## src/wps_pkg.sv

```systemverilog
// Shared types and constants of the waveform peak segmenter.
package wps_pkg;

    // Deviation from baseline: 16-bit sample minus 16-bit offset needs 17 bits
    typedef logic signed [16:0] wps_dev_t;

    // Magnitude of a deviation never exceeds 65535
    typedef logic [15:0] wps_mag_t;

    // Width of an output position field
    localparam int OUT_POS_BITS = 16;

    // Samples of a waveform that only fill the history
    localparam int HISTORY_LEN = 3;

    // Classified sample handed from front to back
    typedef struct packed {
        wps_dev_t dev;
        wps_mag_t mag;
        logic     quiet;
        logic     last;
    } wps_item_t;

    // One reported peak
    typedef struct packed {
        logic [OUT_POS_BITS-1:0] start;
        logic [OUT_POS_BITS-1:0] stop;
        logic [15:0]             height;
        logic [OUT_POS_BITS-1:0] max_pos;
        logic                    negative;
    } wps_peak_t;

    // Depth of the queue between front and back
    localparam int QUEUE_DEPTH = 4;
    localparam int QUEUE_AW    = $clog2(QUEUE_DEPTH);

    // Configuration register index, taken from paddr[2]
    typedef enum logic {
        REG_BASELINE  = 1'b0,
        REG_THRESHOLD = 1'b1
    } wps_reg_t;

endpackage

```

## src/wps_front.sv

```systemverilog
// Front end: configuration registers and per-sample baseline subtraction and noise test.
module wps_front #(
    parameter int SAMPLE_BITS = 16
) (
    input  logic                clk,
    input  logic                rst_n,
    input  logic                psel,
    input  logic                penable,
    input  logic                pwrite,
    input  logic [2:0]          paddr,
    input  logic [31:0]         pwdata,
    output logic [31:0]         prdata,
    input  logic [15:0]         sample,
    input  logic                sample_last,
    output wps_pkg::wps_item_t  item
);
    import wps_pkg::*;

    logic signed [15:0] baseline_reg;
    logic signed [15:0] baseline_next;
    logic [15:0]        threshold_reg;
    logic [15:0]        threshold_next;
    wps_reg_t           reg_sel;
    logic               wr_en;
    wps_dev_t           sample_ext;
    wps_dev_t           dev;
    logic [16:0]        dev_abs;

    assign reg_sel = wps_reg_t'(paddr[2]);
    assign wr_en   = psel && penable && pwrite;

    always_comb
    begin
        baseline_next  = baseline_reg;
        threshold_next = threshold_reg;
        if (wr_en)
        begin
            unique case (reg_sel)
                REG_BASELINE:  baseline_next  = pwdata[15:0];
                REG_THRESHOLD: threshold_next = pwdata[15:0];
                default:       baseline_next  = baseline_reg;
            endcase
        end
    end

    always_comb
    begin
        unique case (reg_sel)
            REG_BASELINE:  prdata = {{16{baseline_reg[15]}}, baseline_reg};
            REG_THRESHOLD: prdata = {16'h0000, threshold_reg};
            default:       prdata = 32'h0000_0000;
        endcase
    end

    always_ff @(posedge clk or negedge rst_n)
    begin
        if (!rst_n)
        begin
            baseline_reg  <= '0;
            threshold_reg <= '0;
        end
        else
        begin
            baseline_reg  <= baseline_next;
            threshold_reg <= threshold_next;
        end
    end

    // Take the low SAMPLE_BITS bits and sign extend
    assign sample_ext = 17'(signed'(sample[SAMPLE_BITS-1:0]));
    assign dev        = sample_ext - 17'(baseline_reg);
    assign dev_abs    = dev[16] ? 17'(-dev) : 17'(dev);

    assign item.dev   = dev;
    assign item.mag   = dev_abs[15:0];
    assign item.quiet = dev_abs[15:0] <= threshold_reg;
    assign item.last  = sample_last;

endmodule

```

## src/wps_fifo.sv

```systemverilog
// Short queue of classified samples between front and back.
module wps_fifo (
    input  logic                clk,
    input  logic                rst_n,
    input  logic                push,
    input  wps_pkg::wps_item_t  push_item,
    output logic                full,
    input  logic                pop,
    output logic                empty,
    output wps_pkg::wps_item_t  head_item
);
    import wps_pkg::*;

    wps_item_t           mem [QUEUE_DEPTH];
    logic [QUEUE_AW-1:0] wr_ptr_reg;
    logic [QUEUE_AW-1:0] wr_ptr_next;
    logic [QUEUE_AW-1:0] rd_ptr_reg;
    logic [QUEUE_AW-1:0] rd_ptr_next;
    logic [QUEUE_AW:0]   count_reg;
    logic [QUEUE_AW:0]   count_next;

    assign full      = count_reg == (QUEUE_AW+1)'(QUEUE_DEPTH);
    assign empty     = count_reg == '0;
    assign head_item = mem[rd_ptr_reg];

    always_comb
    begin
        wr_ptr_next = push ? wr_ptr_reg + 1'b1 : wr_ptr_reg;
        rd_ptr_next = pop  ? rd_ptr_reg + 1'b1 : rd_ptr_reg;
        count_next  = count_reg;
        if (push && !pop)
            count_next = count_reg + 1'b1;
        else if (pop && !push)
            count_next = count_reg - 1'b1;
    end

    always_ff @(posedge clk)
    begin
        if (push)
            mem[wr_ptr_reg] <= push_item;
    end

    always_ff @(posedge clk or negedge rst_n)
    begin
        if (!rst_n)
        begin
            wr_ptr_reg <= '0;
            rd_ptr_reg <= '0;
            count_reg  <= '0;
        end
        else
        begin
            wr_ptr_reg <= wr_ptr_next;
            rd_ptr_reg <= rd_ptr_next;
            count_reg  <= count_next;
        end
    end

endmodule

```

## src/wps_back.sv

```systemverilog
// Back end: segment tracking, rising-edge check and the output register.
module wps_back #(
    parameter int POSITION_BITS = 16
) (
    input  logic                clk,
    input  logic                rst_n,
    input  logic                item_valid,
    input  wps_pkg::wps_item_t  item,
    output logic                pop,
    output logic                peak_valid,
    output wps_pkg::wps_peak_t  peak,
    input  logic                peak_ready
);
    import wps_pkg::*;

    logic [POSITION_BITS-1:0] pos_reg;
    logic [POSITION_BITS-1:0] pos_next;
    wps_dev_t                 prev_dev_reg;
    wps_dev_t                 prev_dev_next;
    wps_mag_t                 hist_mag_reg  [HISTORY_LEN];
    wps_mag_t                 hist_mag_next [HISTORY_LEN];
    logic                     rising_reg;
    logic                     rising_next;
    logic                     open_reg;
    logic                     open_next;
    logic [POSITION_BITS-1:0] start_reg;
    logic [POSITION_BITS-1:0] start_next;
    wps_mag_t                 max_reg;
    wps_mag_t                 max_next;
    logic [POSITION_BITS-1:0] max_pos_reg;
    logic [POSITION_BITS-1:0] max_pos_next;
    logic                     max_neg_reg;
    logic                     max_neg_next;
    logic                     out_valid_reg;
    logic                     out_valid_next;
    wps_peak_t                peak_reg;
    wps_peak_t                peak_next;
    logic                     zero_cross;
    logic                     close;
    logic                     rise;

    // Each word yields at most one peak, so a free output slot is enough
    assign pop        = item_valid && (!out_valid_reg || peak_ready);
    assign peak_valid = out_valid_reg;
    assign peak       = peak_reg;

    assign zero_cross = (!item.dev[16] && item.dev != '0 && prev_dev_reg[16])
                     || (item.dev[16] && !prev_dev_reg[16] && prev_dev_reg != '0);
    assign close = item.quiet || item.last || zero_cross;
    assign rise  = hist_mag_reg[2] < hist_mag_reg[1]
                && hist_mag_reg[1] < hist_mag_reg[0]
                && hist_mag_reg[0] < item.mag;

    always_comb
    begin
        pos_next       = pos_reg;
        prev_dev_next  = prev_dev_reg;
        hist_mag_next  = hist_mag_reg;
        rising_next    = rising_reg;
        open_next      = open_reg;
        start_next     = start_reg;
        max_next       = max_reg;
        max_pos_next   = max_pos_reg;
        max_neg_next   = max_neg_reg;
        out_valid_next = out_valid_reg && !peak_ready;
        peak_next      = peak_reg;

        if (pop)
        begin
            if (pos_reg >= POSITION_BITS'(HISTORY_LEN))
            begin
                if (close)
                begin
                    if (open_reg && rising_reg)
                    begin
                        out_valid_next    = 1'b1;
                        peak_next.start    = OUT_POS_BITS'(start_reg);
                        peak_next.stop     = OUT_POS_BITS'(pos_reg - POSITION_BITS'(1));
                        peak_next.height   = max_reg;
                        peak_next.max_pos  = OUT_POS_BITS'(max_pos_reg);
                        peak_next.negative = max_neg_reg;
                    end
                    rising_next = 1'b0;
                    open_next   = 1'b0;
                end
                else
                begin
                    // Open a segment, or track its first largest deviation
                    if (!open_reg || item.mag > max_reg)
                    begin
                        max_next     = item.mag;
                        max_pos_next = pos_reg;
                        max_neg_next = item.dev[16];
                    end
                    if (!open_reg)
                    begin
                        open_next  = 1'b1;
                        start_next = pos_reg;
                    end
                    if (rise)
                        rising_next = 1'b1;
                end
            end

            prev_dev_next    = item.dev;
            hist_mag_next[0] = item.mag;
            hist_mag_next[1] = hist_mag_reg[0];
            hist_mag_next[2] = hist_mag_reg[1];

            if (item.last)
            begin
                pos_next    = '0;
                open_next   = 1'b0;
                rising_next = 1'b0;
            end
            else if (!(&pos_reg))
            begin
                pos_next = pos_reg + 1'b1;
            end
        end
    end

    always_ff @(posedge clk or negedge rst_n)
    begin
        if (!rst_n)
        begin
            pos_reg       <= '0;
            prev_dev_reg  <= '0;
            hist_mag_reg  <= '{default: '0};
            rising_reg    <= 1'b0;
            open_reg      <= 1'b0;
            start_reg     <= '0;
            max_reg       <= '0;
            max_pos_reg   <= '0;
            max_neg_reg   <= 1'b0;
            out_valid_reg <= 1'b0;
        end
        else
        begin
            pos_reg       <= pos_next;
            prev_dev_reg  <= prev_dev_next;
            hist_mag_reg  <= hist_mag_next;
            rising_reg    <= rising_next;
            open_reg      <= open_next;
            start_reg     <= start_next;
            max_reg       <= max_next;
            max_pos_reg   <= max_pos_next;
            max_neg_reg   <= max_neg_next;
            out_valid_reg <= out_valid_next;
        end
    end

    always_ff @(posedge clk)
    begin
        peak_reg <= peak_next;
    end

endmodule

```

## src/waveform_peak_segmenter_unit.sv

```systemverilog
// Top level of the waveform peak segmenter.
//
// Samples enter on the slave stream (s_tdata = sample, s_tlast = last sample
// of a waveform). Each has the baseline offset subtracted; from the fourth
// sample of a waveform on, samples outside the noise band form a segment,
// which closes on a noise sample, a zero crossing or the last sample. A
// closed segment in which a sample ended a run of four strictly rising
// magnitudes is reported on the master stream as one word.
// Configuration: APB, baseline offset at 0x0, noise threshold at 0x4.
// Throughput: one sample per cycle while s_tready is high. A front stage
// classifies the sample and writes a four-entry queue; the back stage drains
// one entry per cycle, while the output word is free or taken, into the output
// register. A closing sample passes the queue before its peak is registered.
// While m_tready is low the output register holds its word; the back stage
// stops, the queue fills and s_tready falls once it is full.
// Reset clears the configuration registers, the queue and all segment state.
module waveform_peak_segmenter_unit #(
    parameter int SAMPLE_BITS   = 16,
    parameter int POSITION_BITS = 16
) (
    input  logic        clk,
    input  logic        rst_n,
    input  logic        psel,
    input  logic        penable,
    input  logic        pwrite,
    input  logic [2:0]  paddr,
    input  logic [31:0] pwdata,
    output logic [31:0] prdata,
    output logic        pready,
    input  logic        s_tvalid,
    output logic        s_tready,
    input  logic [15:0] s_tdata,   // [15:0] sample
    input  logic        s_tlast,
    output logic        m_tvalid,
    input  logic        m_tready,
    output logic [63:0] m_tdata,   // [15:0] peak_start, [31:16] peak_stop,
                                   // [47:32] peak_height, [63:48] peak_max_pos
    output logic        m_tuser    // [0] peak_polarity
);
    import wps_pkg::*;

    wps_item_t front_item;
    wps_item_t head_item;
    wps_peak_t peak;
    logic      full;
    logic      empty;
    logic      pop;
    logic      push;

    assign pready   = 1'b1;
    assign s_tready = !full;
    assign push     = s_tvalid && !full;

    wps_front #(
        .SAMPLE_BITS (SAMPLE_BITS)
    ) u_front (
        .clk         (clk),
        .rst_n       (rst_n),
        .psel        (psel),
        .penable     (penable),
        .pwrite      (pwrite),
        .paddr       (paddr),
        .pwdata      (pwdata),
        .prdata      (prdata),
        .sample      (s_tdata),
        .sample_last (s_tlast),
        .item        (front_item)
    );

    wps_fifo u_fifo (
        .clk       (clk),
        .rst_n     (rst_n),
        .push      (push),
        .push_item (front_item),
        .full      (full),
        .pop       (pop),
        .empty     (empty),
        .head_item (head_item)
    );

    wps_back #(
        .POSITION_BITS (POSITION_BITS)
    ) u_back (
        .clk        (clk),
        .rst_n      (rst_n),
        .item_valid (!empty),
        .item       (head_item),
        .pop        (pop),
        .peak_valid (m_tvalid),
        .peak       (peak),
        .peak_ready (m_tready)
    );

    assign m_tdata = {peak.max_pos, peak.height, peak.stop, peak.start};
    assign m_tuser = peak.negative;

endmodule

```

## config.mk

```make
export PLATFORM = sky130hd
export DESIGN_NAME = waveform_peak_segmenter_unit
export DESIGN_NICKNAME = d
export VERILOG_FILES = /design/src/wps_pkg.sv /design/src/wps_front.sv /design/src/wps_fifo.sv /design/src/wps_back.sv /design/src/waveform_peak_segmenter_unit.sv
export SDC_FILE = /design/constraint.sdc
export NUM_CORES = 1
export LEC_CHECK = 0
export CORE_ASPECT_RATIO = 1.25
export CORE_MARGIN = 8
export CORE_UTILIZATION = 35
export CTS_CLUSTER_DIAMETER = 100
export DETAILED_ROUTE_END_ITERATION = 7
export DONT_BUFFER_PORTS = 1
export HOLD_SLACK_MARGIN = 0.02
export PLACE_DENSITY = 0.58
export SYNTH_ARGS = -nofsm -noshare
export SYNTH_HDL_FRONTEND = slang
export SYNTH_SLANG_ARGS = --single-unit
export TNS_END_PERCENT = 1
```

## constraint.sdc

```tcl
create_clock -name clk -period 6.5 [get_ports clk]
set_clock_uncertainty 0.05 [all_clocks]
set_input_delay 0.65 -clock clk [delete_from_list [all_inputs] [get_ports clk]]
set_output_delay 0.65 -clock clk [all_outputs]
set_load 0.03 [all_outputs]
```

==> metrics.yaml, run 1 <==
power_and_ir_drop:
  peakVddDrop_uv: 269.9
  p_switching_mw: 3.269
  p_int_mw: 6.003
  combinationalPowerShare_pct: 35.5
  power_frac_clock_pct: 24.8
  swShare_pct: 35.26
  power_density_nw_per_um2: 481.8
  p_leak_nw: 8.012
  power.share.sequential_pct: 39.7
drt:
  vias: 9891
  antenna_left: 0
  post_drt_wl_per_cell_um: 18.05
  highest_layer: "met4"
  first_pass_iters: 4
  wl_met2_mm: 18.75
  met1Wirelength_mm: 15.08
  drt_iter0_drc: 562
  wl_met3_mm: 1.575
  routed_wl_mm: 36.37
  viasPerCell: 4.909
  drc: 0
synth:
  synth_cell_types: 60
  syn-cell-area_um2: 17250
  synth_edf_count: 201
  synth_warnings: 0
  syn_nets: 1500
  synthArstFlopShare_pct: 45.97
  yosysSeqAreaShare_pct: 59.79
  synth_flop_cell: "edfxtp_1"
  ys_seq_elements: 372
  synth_cells: 1338
  avgSynthCellArea_um2: 12.89
finish:
  ff_latch_area_um2: 10320
  syn_to_final_growth_pct: 11.55
  n_antenna_cell: 0
  multi_input_area_um2: 6138
  layout.cells.most_common: "edfxtp_1"
  largest_reg_flops: 136
  final_area_um2: 19240
  nets: 1495
  fillers: 4621
  drive_gt1_share_pct: 12.76
  final_cell_mix: "201 x edfxtp_1, 170 x dfrtp_1, 146 x nand2_1"
floorplan:
  core_um2: 49070
  rows: 91
  io_pins: 159
  initial_core_util_pct: 35.15
  dieArea_um2: 56700
  die_y_um: 264.2
  die_w_um: 214.6
clock_tree:
  path_clk_slew_ps: 60
  cts_buffer_depth: 3
  clock_latency_ps: 560
  cts_tree: "built"
  h-tree-depth: 2
  cts_root_buf: "clkbuf_16"
  cts_setup_buffers: 0
  cts_buffers: 40
  clock-sinks: 372
hold_path:
  hp-class: "in2async"
sta:
  finalSetupViolations: 0
  slew_violations: 0
  relSlewSlack_pct: 25.90
  timing.final.crit_period_ps: 5318
  hold_viol: 0
  finalSetupTns_ps: 0
  finalCritPeriodShare_pct: 81.82
  rsz0062_at_grt: "false"
  worst_pin_slew_ps: 1110
  max_clock_freq_ghz: 0.1880
critical_path:
  crit_family: "compound AO/OA/AOI/OAI gates"
  worst-path-max-fanout: 5
  worst-path-buf-inv: 3
  setup.worst_path.end_class: "register"
  crit_chain: "ha_1 > inv_1 > fa_1 > a21o_1 > a221oi_2 > buf_4 > nor3_1 > o41ai_1 > a21oi_1 > o31a_1 > inv_1 > o21a_1 > xor2_1 > ha_1 > a21o_1 > a21o_1 > a21o_1 > a21o_1 > a21oi_1 > o21ai_0 > or2_2 > o221ai_1"
  arrival_ps: 5570
  slowest_delay_ps: 440
  cp_slowest_cell: "o41ai_1"
  required_ps: 6760
  crit_path_frequent_cell: "a21o_1"
  critPathKind: "reg2reg"
  worstSetupStartpointType: "register"
placed_design:
  gp_congestion: 0.8037
  post_dp_cell_area_um2: 17880
  dp_hpwl_mm: 25.31
  port_buffers: 0
run_status:
  status: "completed"
global_routing:
  antenna_found_initial: 0
  grt_pass1_wl_mm: 58.44
  grt_overflow: 0
  grt_max_degree: 172
  grt_usage_pct: 12.88
  grt_pass1_vias: 10490
flow_run:
  maxCapViolations: 0
[worst reg2reg max path, cell delays in order, from the launching register on]
cell      delay [ps]
dfrtp_1          370
ha_1             160
inv_1             50
fa_1             390
a21o_1           230
a221oi_2         210
buf_4            170
nor3_1            60
o41ai_1          440
a21oi_1          130
o31a_1           320
inv_1             80
o21a_1           130
xor2_1           360
ha_1             330
a21o_1           160
a21o_1           170
a21o_1           170
a21o_1           170
a21oi_1          130
o21ai_0          180
or2_2            320
o221ai_1         320
[power groups by stage]
stage	Sequential, mW	Combinational [mW]	Clock [mW]
3_3_place_gp	3.71	3.24	0
4_1_cts	3.70	3.37	2.37
5_1_grt	3.77	3.77	2.46
6_report	3.68	3.29	2.30
2_1_floorplan	3.56	2.56	0
3_5_place_dp	3.74	3.32	0
[kinds of logic after synthesis]
kind of cell    after synthesis  synth area share, %
compound gates              181                6.535
flops                       372                59.79
simple gates                319                8.645
other cells                   1              0.02174
buf+inv                     187                4.678
xor+xnor                     58                3.024
mux                         117                9.748
fa+ha+maj                   103                7.557
[per-layer routing]
layer,global-route usage (%),vias to the layer above
met5,0,-
met4,4.155,0
met3,2.918,56
met2,23.14,173
met1,15.06,4916
li1,-,4746
[final timing paths]
| check | start | end | slack, ps | depth (start not counted) |
|---|---|---|---|---|
| max | u_front.baseline_reg[0] | u_fifo.mem[2][1] | 1180 | 22 |
| min | rst_n | u_back.start_reg[7] | 20 | 1 |
| max reg2reg | u_front.baseline_reg[0] | u_fifo.mem[2][1] | 1180 | 22 |
| min reg2reg | u_back.max_pos_reg[13] | u_back.peak[14] | 390 | 0 |
| max in group asynchronous | rst_n | u_back.max_reg[9] | 5590 | 1 |
| min in group clk | s_tlast | u_fifo.mem[0][0] | 160 | 0 |
[synth_stat cells (5+ instances only)]
library cell | instances | share of area, %
nand2b_1 | 11 | 0.40
ha_1 | 101 | 7.3
mux2i_1 | 15 | 0.87
o21ai_0 | 79 | 2.3
xor2_1 | 20 | 1.0
a21oi_1 | 30 | 0.87
nand3_1 | 14 | 0.41
and3_1 | 5 | 0.18
buf_4 | 19 | 0.83
buf_1 | 7 | 0.15
xnor2_1 | 37 | 1.9
clkbuf_1 | 30 | 0.65
inv_1 | 124 | 2.7
dfrtp_1 | 171 | 25
o21a_1 | 11 | 0.48
nand4_1 | 22 | 0.80
nor4_1 | 18 | 0.65
mux2_1 | 15 | 0.98
nor2_1 | 55 | 1.2
a21o_1 | 26 | 1.1
mux2_2 | 53 | 3.5
mux4_2 | 34 | 4.4
nor2b_1 | 8 | 0.29
edfxtp_1 | 201 | 35
nor3_1 | 16 | 0.46
nand2_1 | 146 | 3.2
[layout make-up]
| type | instances | share of cell area, % |
|---|---|---|
| Clock inverter | 16 | 0.9103 |
| Tap cell | 651 | 4.233 |
| Multi-Input combinational cell | 779 | 31.90 |
| Clock buffer | 57 | 6.034 |
| Timing Repair Buffer | 16 | 0.8973 |
| Sequential cell | 372 | 53.61 |
| Inverter | 124 | 2.419 |
[metrics by stage]
stage / power [mW] / hold WS, ps / worst slack [ps] / utilization (%) / instances
6_report: 9.271 / 16.29 / 1182 / 39.21 / 2015
5_1_grt: 9.996 / 81.57 / 638.8 / 39.21 / 2015
2_1_floorplan: 6.121 / 304.4 / 1437 / - / 1338
3_5_place_dp: 7.063 / 311.8 / 762.2 / 36.43 / 1941
4_1_cts: 9.438 / 116.0 / 1049 / 39.21 / 2015
3_3_place_gp: 6.952 / 311.4 / 841.8 / 36.43 / 1941
[what timing repair did]
| item | 4_1_cts | 5_1_grt |
|---|---|---|
| hold buffers | 1 | 0 |
| resized for setup | 0 | 0 |
| endpoints found under the hold margin | 171 | 0 |
(Power assumes the default switching activity.)
==> run 2: changes to the inputs <==
--- a/config.mk
+++ b/config.mk
@@ -5,6 +5,7 @@
 export SDC_FILE = /design/constraint.sdc
 export NUM_CORES = 1
 export LEC_CHECK = 0
+export ABC_AREA = 1
 export CORE_ASPECT_RATIO = 1.25
 export CORE_MARGIN = 8
 export CORE_UTILIZATION = 35
==> constraint.sdc (replaced) <==
create_clock -name clk -period 5.1 [get_ports clk]
set_clock_uncertainty 0.05 [all_clocks]
set_input_delay 0.51 -clock clk [delete_from_list [all_inputs] [get_ports clk]]
set_output_delay 0.51 -clock clk [all_outputs]
set_load 0.03 [all_outputs]
==> metrics.yaml, run 2 <==
critical_path:
  arrival_ps: 4530  # -1040 ps
  worst-path-buf-inv: 2  # -1
  crit_family: "simple AND/OR/NAND/NOR gates"
  cp_slowest_cell: "o21ai_0"
  crit_chain: "ha_1 > inv_1 > fa_1 > nand2_1 > nand2_1 > nand3_1 > nand2_1 > nand2_1 > nand2_1 > nand2_1 > nand2_1 > nand2_1 > nand2_1 > o21ai_0 > ha_1 > inv_1 > nor2_1 > nor2_1 > o21a_1 > o221ai_1 > nand2_1 > nand3_1 > nand2_1"
  slowest_delay_ps: 690  # +250 ps
  critPathKind: "reg2reg"
  worst-path-max-fanout: 18  # +13
  crit_path_frequent_cell: "nand2_1"
  worstSetupStartpointType: "register"
  required_ps: 5310  # -1450 ps
  setup.worst_path.end_class: "register"
sta:
  rsz0062_at_grt: "false"
  finalSetupTns_ps: 0  # unchanged
  slew_violations: 0  # unchanged
  relSlewSlack_pct: 26.92  # +1.0 points
  max_clock_freq_ghz: 0.2318  # +23%
  worst_pin_slew_ps: 1085  # -25.66 ps
  timing.final.crit_period_ps: 4314  # -1004 ps
  finalSetupViolations: 0  # unchanged
  hold_viol: 0  # unchanged
  finalCritPeriodShare_pct: 84.60  # +2.8 points
floorplan:
  dieArea_um2: 58510  # +3.2%
  rows: 92  # +1.1%
  io_pins: 159  # unchanged
  die_y_um: 268.5  # +1.6%
  core_um2: 50420  # +2.7%
  die_w_um: 218.0  # +1.6%
  initial_core_util_pct: 35.39  # +0.24 points
synth:
  synth_flop_cell: "edfxtp_1"
  avgSynthCellArea_um2: 9.497  # -26%
  synth.top_cell.area_share_pct: 33.82  # -1.2 points
  syn-cell-area_um2: 17840  # +3.4%
  synthArstFlopShare_pct: 45.97  # unchanged
  syn_nets: 2041  # +36%
  synth_top_area_cell: "edfxtp_1"
  yosys-top-cells-area: "edfxtp_1 34%, dfrtp_1 24%, nand2_1 12%, ha_1 7.1%, o21ai_0 5.3%"
  synth_cell_types: 43  # -28%
  synth_edf_count: 201  # unchanged
  ys_seq_elements: 372  # unchanged
  yosysSeqAreaShare_pct: 57.80  # -2.0 points
  synth_most_common_cell: "nand2_1"
  netlist_top_cells_count: "566 x nand2_1, 209 x inv_1, 201 x edfxtp_1, 190 x o21ai_0, 171 x dfrtp_1"
  synth_cells: 1879  # +40%
  synth_warnings: 0  # unchanged
placed_design:
  port_buffers: 0  # unchanged
  gp_congestion: 0.8835  # +9.9%
  dp_hpwl_mm: 28.98  # +15%
  post_dp_cell_area_um2: 18510  # +3.5%
clock_tree:
  cts_buffer_depth: 3  # unchanged
  postCtsHoldBufs: 4  # +3
  cts_root_buf: "clkbuf_16"
  path_clk_slew_ps: 70  # about the same
  clock-sinks: 372  # unchanged
  clock_latency_ps: 550  # about the same
  cts_setup_buffers: 0  # unchanged
  cts_buffers: 39  # -2.5%
  cts_resized: 0  # unchanged
  cts_tree: "built"
  h-tree-depth: 2  # unchanged
run_status:
  status: "completed"
finish:
  syn_to_final_growth_pct: 11.39
  drive_gt1_share_pct: 5.061  # -7.7 points
  nets: 2029  # +36%
  final_area_um2: 19880  # +3.3%
  final_cell_mix: "566 x nand2_1, 209 x inv_1, 201 x edfxtp_1"
  layout.cells.most_common: "nand2_1"
  n_antenna_cell: 0  # unchanged
  largest_reg_flops: 136  # unchanged
global_routing:
  antenna_found_initial: 1  # +1
  grt_overflow: 0  # unchanged
  grt_usage_pct: 14.08  # +1.2 points
  grt_max_degree: 172  # unchanged
  grt_pass1_wl_mm: 65.96  # +13%
  grt_pass1_vias: 12400  # +18%
power_and_ir_drop:
  swShare_pct: 39.15  # +3.9 points
  p_int_mw: 7.452  # +24%
  p_switching_mw: 4.795  # +47%
  power_density_nw_per_um2: 616.2  # +28%
  power_frac_clock_pct: 23.9  # -0.9 points
  combinationalPowerShare_pct: 38.1  # +2.6 points
  peakVddDrop_uv: 312.1  # +16%
  power.share.sequential_pct: 38.0  # -1.7 points
  p_leak_nw: 8.762  # +9.4%
drt:
  routed_wl_mm: 41.10  # +13%
  drc: 0  # unchanged
  vias: 12390  # +25%
  first_pass_iters: 8  # +4
  viasPerCell: 4.850  # -1.2%
  drt_iter0_drc: 770  # +37%
  antenna_left: 0  # unchanged
  post_drt_wl_per_cell_um: 16.09  # -11%
hold_path:
  hp-class: "in2reg"
flow_run:
  maxCapViolations: 0  # unchanged
[run 2: per-layer routing]
metal / routed length [um] / part of all wire (%) / up-vias / GRT usage [%]
met3: 2388 / 5.8 / 71 / 3.187
met2: 20170 / 49 / 313 / 24.82
met1: 17490 / 43 / 5829 / 16.82
li1: - / - / 6176 / -
met5: 12 / 0.029 / - / 0
met4: 1036 / 2.5 / 2 / 4.617
[run 2: layout make-up]
class / instances / area, um2
fill: 4997 / 30540
sequential: 372 / 10320
multi-input combinational: 1219 / 6404
clock buffer: 52 / 1087
tap: 658 / 823.3
inverter: 214 / 803.3
clock inverter: 19 / 225.2
timing repair buffer: 21 / 217.7
[run 2: worst paths after layout]
check | startpoint | end | slack [ps] | cells past startpoint
worst min-delay path | pwdata[7] | u_front.threshold_reg[7] | 70 | 2
worst min register to register | u_back.max_pos_reg[9] | u_back.peak[10] | 390 | 0
max in group asynchronous | rst_n | u_back.pos_reg[3] | 3610 | 2
worst max register to register | u_front.baseline_reg[0] | u_fifo.mem[1][1] | 790 | 23
min in group asynchronous | rst_n | u_front.baseline_reg[11] | 580 | 2
worst max-delay path | u_front.baseline_reg[0] | u_fifo.mem[1][1] | 790 | 23
[run 2: logic make-up (layout without fill, tap and decap cells)]
| group | Yosys count | in the layout | share of synthesized area [%] |
|---|---|---|---|
| flip-flops | 372 | 372 | 57.80 |
| XOR/XNOR | 30 | 30 | 1.472 |
| other | 1 | 1 | 0.02101 |
| AND/OR/NAND/NOR | 822 | 822 | 18.99 |
| AO/OA/AOI/OAI | 263 | 263 | 7.734 |
| adder cells (fa/ha/maj) | 103 | 103 | 7.306 |
| buffers and inverters | 288 | 306 | 6.675 |
[run 2: stage by stage]
stage / total power [mW] / hold slack (ps) / utilization (%) / worst slack (ps) / std cells
6_report: 12.25 / 72.50 / 39.42 / 785.6 / 2555
5_1_grt: 13.29 / 73.44 / 39.42 / 418.3 / 2555
4_1_cts: 12.41 / 34.28 / 39.42 / 776.9 / 2555
3_5_place_dp: 9.393 / 186.9 / 36.71 / 659.9 / 2480
3_3_place_gp: 9.226 / 188.2 / 36.71 / 747.2 / 2480
2_1_floorplan: 8.033 / 164.4 / - / 415.0 / 1879
[run 2: power groups by stage]
stage	registers, mW	clock network (mW)	logic [mW]
2_1_floorplan	4.59	0	3.44
3_3_place_gp	4.68	0	4.55
3_5_place_dp	4.71	0	4.68
4_1_cts	4.66	3.01	4.74
5_1_grt	4.74	3.11	5.44
6_report	4.65	2.93	4.67
[run 2: worst reg2reg max path, cell delays in order (launching register included)]
cell and delay (ps):
dfrtp_1 410, ha_1 220, inv_1 110, fa_1 410, nand2_1 110, nand2_1 110, nand3_1 130, nand2_1 80
nand2_1 90, nand2_1 70, nand2_1 70, nand2_1 50, nand2_1 90, nand2_1 340, o21ai_0 690, ha_1 240
inv_1 40, nor2_1 90, nor2_1 50, o21a_1 160, o221ai_1 180, nand2_1 70, nand3_1 70, nand2_1 110
